<file path="src/hw/rtl/pcc_pkg.sv">
`timescale 1ns / 1ps
// ----------------------------------------------------------------------------
// pcc_pkg
// Shared types, codes and arithmetic helpers of the pointwise convolution MAC.
// ----------------------------------------------------------------------------
package pcc_pkg;

	localparam int MAX_CHANNELS_DEF = 64;
	localparam int MAX_INPUTS_DEF   = 4;
	localparam int MAX_OUTPUTS_DEF  = 64;

	localparam int CMD_W   = 2;
	localparam int OIDX_W  = 6;
	localparam int IIDX_W  = 8;
	localparam int VAL_W   = 16;
	localparam int ACC_W   = 40;
	localparam int PROD_W  = 32;
	localparam int FRAC_SH = 14;
	localparam int CFG_IDX_W  = 2;
	localparam int CFG_DATA_W = 7;

	localparam logic [CMD_W-1:0] CMD_WEIGHT = 2'd0;
	localparam logic [CMD_W-1:0] CMD_BIAS   = 2'd1;
	localparam logic [CMD_W-1:0] CMD_ACT    = 2'd2;

	localparam logic [CFG_IDX_W-1:0] REG_INPUT_COUNT        = 2'd0;
	localparam logic [CFG_IDX_W-1:0] REG_CHANNELS_PER_INPUT = 2'd1;
	localparam logic [CFG_IDX_W-1:0] REG_OUTPUT_CHANNELS    = 2'd2;
	localparam logic [CFG_IDX_W-1:0] REG_BIAS_ENABLE        = 2'd3;

	typedef struct packed {
		logic             valid;
		logic [CMD_W-1:0] cmd;
		logic             wr_ok;
		logic             first;
		logic             last;
	} tok_ctl_t;

	// Round half up from Q18.22 to Q8.8 and saturate to 16 bits.
	function automatic logic signed [VAL_W-1:0] round_sat(input logic [ACC_W-1:0] a);
		logic signed [ACC_W:0] v;
		logic signed [ACC_W:0] q;
		v = $signed({a[ACC_W-1], a}) + $signed((ACC_W+1)'(1 << (FRAC_SH - 1)));
		q = v >>> FRAC_SH;
		if (q > $signed((ACC_W+1)'(32767))) begin
			round_sat = 16'sh7FFF;
		end else if (q < -$signed((ACC_W+1)'(32768))) begin
			round_sat = 16'sh8000;
		end else begin
			round_sat = q[VAL_W-1:0];
		end
	endfunction

endpackage

</file>
<file path="src/hw/rtl/pcc_cell.sv">
`timescale 1ns / 1ps
// ----------------------------------------------------------------------------
// pcc_cell
// One output channel: weight row memory, bias, MAC pipeline and result slot.
// ----------------------------------------------------------------------------
module pcc_cell import pcc_pkg::*; #(
	parameter int IDX   = 0,
	parameter int DEPTH = MAX_INPUTS_DEF * MAX_CHANNELS_DEF,
	localparam int AW   = (DEPTH > 1) ? $clog2(DEPTH) : 1
) (
	input  logic                     clk,
	input  logic                     arst_n,
	input  logic                     bias_enable,
	input  tok_ctl_t                 ctl_in,
	input  logic [AW-1:0]            addr_in,
	input  logic [OIDX_W-1:0]        oidx_in,
	input  logic signed [VAL_W-1:0]  value_in,
	output tok_ctl_t                 ctl_out,
	output logic [AW-1:0]            addr_out,
	output logic [OIDX_W-1:0]        oidx_out,
	output logic signed [VAL_W-1:0]  value_out,
	input  logic                     shift,
	input  logic signed [VAL_W-1:0]  res_in,
	output logic signed [VAL_W-1:0]  res_out
);

	tok_ctl_t                ctl_q;
	logic [AW-1:0]           addr_q;
	logic [OIDX_W-1:0]       oidx_q;
	logic signed [VAL_W-1:0] value_q;
	logic signed [VAL_W-1:0] bias_q;
	logic signed [VAL_W-1:0] mem [DEPTH];

	logic                    act_s1, first_s1, last_s1;
	logic signed [VAL_W-1:0] w_s1, a_s1, bias_s1;
	logic                    act_s2, first_s2, last_s2;
	logic signed [PROD_W-1:0] prod_s2;
	logic signed [VAL_W-1:0] bias_s2;
	logic [ACC_W-1:0]        acc_q;
	logic                    done_s3;
	logic signed [VAL_W-1:0] res_q;

	logic                    match;
	logic [ACC_W-1:0]        base;

	assign match = ({3'b000, oidx_q} == 9'(IDX));

	always_ff @(posedge clk or negedge arst_n) begin
		if (!arst_n) begin
			ctl_q <= '0;
		end else begin
			ctl_q <= ctl_in;
		end
	end

	always_ff @(posedge clk) begin
		addr_q  <= addr_in;
		oidx_q  <= oidx_in;
		value_q <= value_in;
		if (ctl_q.valid && ctl_q.cmd == CMD_BIAS && match) begin
			bias_q <= value_q;
		end
	end

	always_ff @(posedge clk) begin
		if (ctl_q.valid && ctl_q.cmd == CMD_WEIGHT && ctl_q.wr_ok && match) begin
			mem[addr_q] <= value_q;
		end
		w_s1 <= mem[addr_q];
	end

	always_ff @(posedge clk or negedge arst_n) begin
		if (!arst_n) begin
			act_s1  <= 1'b0;
			act_s2  <= 1'b0;
			done_s3 <= 1'b0;
			acc_q   <= '0;
		end else begin
			act_s1  <= ctl_q.valid && ctl_q.cmd == CMD_ACT;
			act_s2  <= act_s1;
			done_s3 <= act_s2 && last_s2;
			if (act_s2) begin
				acc_q <= base + {{(ACC_W-PROD_W){prod_s2[PROD_W-1]}}, prod_s2};
			end
		end
	end

	always_ff @(posedge clk) begin
		first_s1 <= ctl_q.first;
		last_s1  <= ctl_q.last;
		a_s1     <= value_q;
		bias_s1  <= bias_q;
		first_s2 <= first_s1;
		last_s2  <= last_s1;
		bias_s2  <= bias_s1;
		prod_s2  <= w_s1 * a_s1;
		if (done_s3) begin
			res_q <= round_sat(acc_q);
		end else if (shift) begin
			res_q <= res_in;
		end
	end

	always_comb begin
		if (!first_s2) begin
			base = acc_q;
		end else if (bias_enable) begin
			base = {{(ACC_W-VAL_W-FRAC_SH){bias_s2[VAL_W-1]}}, bias_s2, {FRAC_SH{1'b0}}};
		end else begin
			base = '0;
		end
	end

	assign ctl_out   = ctl_q;
	assign addr_out  = addr_q;
	assign oidx_out  = oidx_q;
	assign value_out = value_q;
	assign res_out   = res_q;

endmodule
</file>
<file path="config.mk">
export PLATFORM = sky130hd
export DESIGN_NAME = pcc_cell
export DESIGN_NICKNAME = d
export VERILOG_FILES = /design/src/hw/rtl/pcc_pkg.sv /design/src/hw/rtl/pcc_cell.sv
export SDC_FILE = /design/constraint.sdc
export NUM_CORES = 2
export LEC_CHECK = 0
export ABC_AREA = 1
export BUFFER_PORTS_ARGS = -buffer_cell sky130_fd_sc_hd__buf_2
export CORE_AREA = 10 10 559 561
export CTS_CLUSTER_SIZE = 16
export DETAILED_ROUTE_END_ITERATION = 16
export DIE_AREA = 0 0 569 571
export GPL_ROUTABILITY_DRIVEN = 0
export PLACE_DENSITY_LB_ADDON = 0.08
export SLEW_MARGIN = 30
export SYNTH_ARGS = -nofsm -noshare
export SYNTH_HDL_FRONTEND = slang
export SYNTH_SLANG_ARGS = --single-unit
</file>
<file path="constraint.sdc">
create_clock -name clk -period 15.4 [get_ports clk]
set_clock_uncertainty 0.1 [all_clocks]
set_input_delay 0 -clock clk [delete_from_list [all_inputs] [get_ports clk]]
set_output_delay 0 -clock clk [all_outputs]
set_load 0.02 [all_outputs]
</file>
==> impl_metrics.toml <==
[floorplanning]
coreArea_um2 = 302000
die_x_um = 569
io_pins = 108
die_area_um2 = 325000
die_h_um = 571
rows = 202
initial_utilization = 0.576

[timing]
relSlewSlack = 0.313
slew_viol_final = 0
finalSetupTns_ns = 0
max_freq_mhz = 158
worst_pin_slew_ns = 1.03
hold-worst-slack_ns = 0.102
hold_viol = 0
worst_slack_ns = 9.06
grt_setup_unrepaired = "no"
setup_viol = 0
layout_worst_path_cycle_share = 0.412
min_period_ns = 6.34

[finish]
final_area_um2 = 195000
mostFrequentLayoutCells = "edfxtp_1, nand2_1, a22oi_1"
final_cells = 17235
fillers = 21760
final_nets = 13314
multiInputGateArea_um2 = 40700
syn_to_final_growth_pct = 12.3
seq_area_um2 = 128000
post_route_cells_drive_above_1_share = 0.0938
final_common_cell = "edfxtp_1"

[pwr]
clkPwrFrac = 0.333
powerDensity_nw_per_um2 = 160
pwr-share-seq = 0.424
intPower_mw = 21.6
p_sw_mw = 9.61
peakVddDrop_mv = 0.408
p_leak_nw = 70.0
swShare = 0.308
combPwrFrac = 0.243

[global_routing]
grt_pass1_vias = 107141
antenna_found_initial = 28
grt_max_degree = 140
track_usage = 0.308
grt-ovfl-total = 0
grt_pass1_wl_um = 743000

[critical_path]
r2r_slack_ns = 9.06
end_kind = "flop"
r2r-start = "w_s1[15]$_DFF_P_"
cp_max_fo = 16
cp.required_ns = 16.08
crit_type = "flop to flop"
crit_arrival_ns = 7.02
reg2reg_depth = 16
startpoint_type = "flop"
r2r-end = "prod_s2[28]$_DFF_P_"

[clock_network]
post_cts_resized = 0
h-tree-depth = 5
clockRootBuffer = "clkbuf_16"
numCtsBuffers = 431
clock_latency_ns = 0.97
post_cts_buffers = 0
cts_tree = "yes"
cts.sinks = 4307
path_clk_slew_ns = 0.06
cts_buffer_depth = 4

[logic_synthesis]
seq_area_frac_synth = 0.736
synth_warnings = 0
synth.distinct_cells = 50
synth_area_um2 = 174000
synthCells = 12488
syn_nets = 12929
syn_avg_cell_area_um2 = 13.9
synth-seq-cells = 4307

[placement]
dp.cells = 16305
placed_cell_area_um2 = 180000
dp_hpwl_um = 305000
port_buffers = 107
place_ws_ns = 9.15

[route]
drtAntennaViolNets = 0
drt_pre_antenna_iters = 9
wire_per_inst_um = 29.8
wl_um = 513000
dr.first_iter.drc_count = 14986
num_vias = 110073
drcViolationCount = 0
vias_per_cell = 6.39

[hold_path]
worstHoldPathCells = 3
min-delay-start = "value_in[2]"
hold_class = "input pin to flop"
min_to = "value_out[2]$_DFF_P_"

[run]
maxCapViolations = 0

[status]
outcome = "finished clean"
==> worst max path at each step <==
stage / start / endpoint / slack [ns] / cells after the start
after CTS: w_s1[15]$_DFF_P_ / prod_s2[28]$_DFF_P_ / 9.13 / 16
after global routing: a_s1[1]$_DFF_P_ / prod_s2[31]$_DFF_P_ / 8.72 / 20
after global placement: w_s1[15]$_DFF_P_ / prod_s2[31]$_DFF_P_ / 9.21 / 20
final: w_s1[15]$_DFF_P_ / prod_s2[28]$_DFF_P_ / 9.06 / 16
after floorplan: w_s1[15]$_DFF_P_ / prod_s2[28]$_DFF_P_ / 9.80 / 18
after detailed placement: w_s1[15]$_DFF_P_ / prod_s2[28]$_DFF_P_ / 9.15 / 16
==> power by group through the flow <==
stage / Combinational [mW] / Sequential [mW] / Clock, mW
6_report: 7.60 / 13.2 / 10.4
5_1_grt: 8.52 / 13.2 / 11.0
2_1_floorplan: 5.33 / 13.5 / 0
3_3_place_gp: 7.34 / 13.5 / 0
4_1_cts: 7.50 / 13.2 / 10.5
3_5_place_dp: 7.43 / 13.5 / 0
==> sequential cells by signal, indices dropped and copies added, names as in the netlist, 6 cells and up <==
name       count
bias_s2       16
a_s1          16
prod_s2       32
res_out       16
acc_q         40
oidx_out       6
bias_s1       16
mem         4096
bias_q        16
ctl_out        6
addr_out       8
w_s1          16
value_out     16
==> logic make-up after synthesis <==
logic type,synth area share
flops,0.736
simple gates,0.0885
xor+xnor,0.00308
compound gates,0.103
buf+inv,0.0307
fa+ha+maj,0.0391
==> cell usage after synthesis (all sizes together) <==
master	number	area, um^2
o21ai	217	1090
a21boi	5	37.5
o31ai	6	45.0
nand2	2926	11000
xor2	42	368
clkinv	7	26.3
nand4	129	807
o21a	2	15.0
nor3	24	130
or2	17	106
and3	2	12.5
o21bai	13	97.6
o211ai	1	7.51
nor3b	1	7.51
o22ai	2	12.5
nand3	149	746
dfxtp	130	2600
nand3b	3	22.5
ha	122	1530
a21oi	200	1030
xnor2	19	166
buf	360	1790
edfxtp	4128	124000
dfrtp	49	1230
o2111ai	1	8.76
nor4	2	12.5
or4	1	7.51
inv	607	2280
a211o	1	8.76
a31oi	9	56.3
fa	263	5270
a21o	20	150
and2	2	12.5
a22oi	2034	15300
a211oi	3	22.5
clkbuf	331	1240
nor2	660	2510
==> what timing repair did <==
item | CTS | global route
hold buffers | 109 | 0
endpoints found under the hold margin | 124 | 0
setup endpoints to repair | 0 | 0
==> through the flow <==
stage | total power [mW] | util
4_1_cts | 31.2 | 0.646
5_1_grt | 32.7 | 0.647
3_5_place_dp | 20.9 | 0.596
6_report | 31.2 | 0.647
2_1_floorplan | 18.8 | -
3_3_place_gp | 20.8 | 0.596
==> area by class of cell <==
| cell class | count | area share |
|---|---|---|
| diodes | 20 | 0.000257 |
| clock inverters | 254 | 0.0131 |
| well taps | 3978 | 0.0255 |
| flip-flops and latches | 4307 | 0.655 |
| multi-input cells | 6876 | 0.209 |
| clock buffers | 543 | 0.0585 |
| inverters | 614 | 0.0119 |
| repair buffers | 643 | 0.0264 |
==> worst max-delay path: stages, from the launching register on <==
cell and delay, ns:
dfxtp_1 0.75, nand2_1 0.21, inv_1 0.17, fa_1 0.55, fa_1 0.92, fa_1 0.54
fa_1 0.53, fa_1 0.50, inv_1 0.05, fa_1 0.47, inv_1 0.04, ha_1 0.38
nand2_1 0.14, nor4_1 0.41, o21ai_0 0.25, nand4_1 0.14, nand2_1 0.06
==> per-layer routing <==
layer | up-vias | wire [um] | global-route usage
met5 | - | 110 | 0
met4 | 16 | 22800 | 0.118
met3 | 1014 | 54600 | 0.0625
met2 | 6606 | 237000 | 0.480
met1 | 55565 | 199000 | 0.433
li1 | 46872 | - | -
Note: power is estimated with default switching activity, not from simulation.
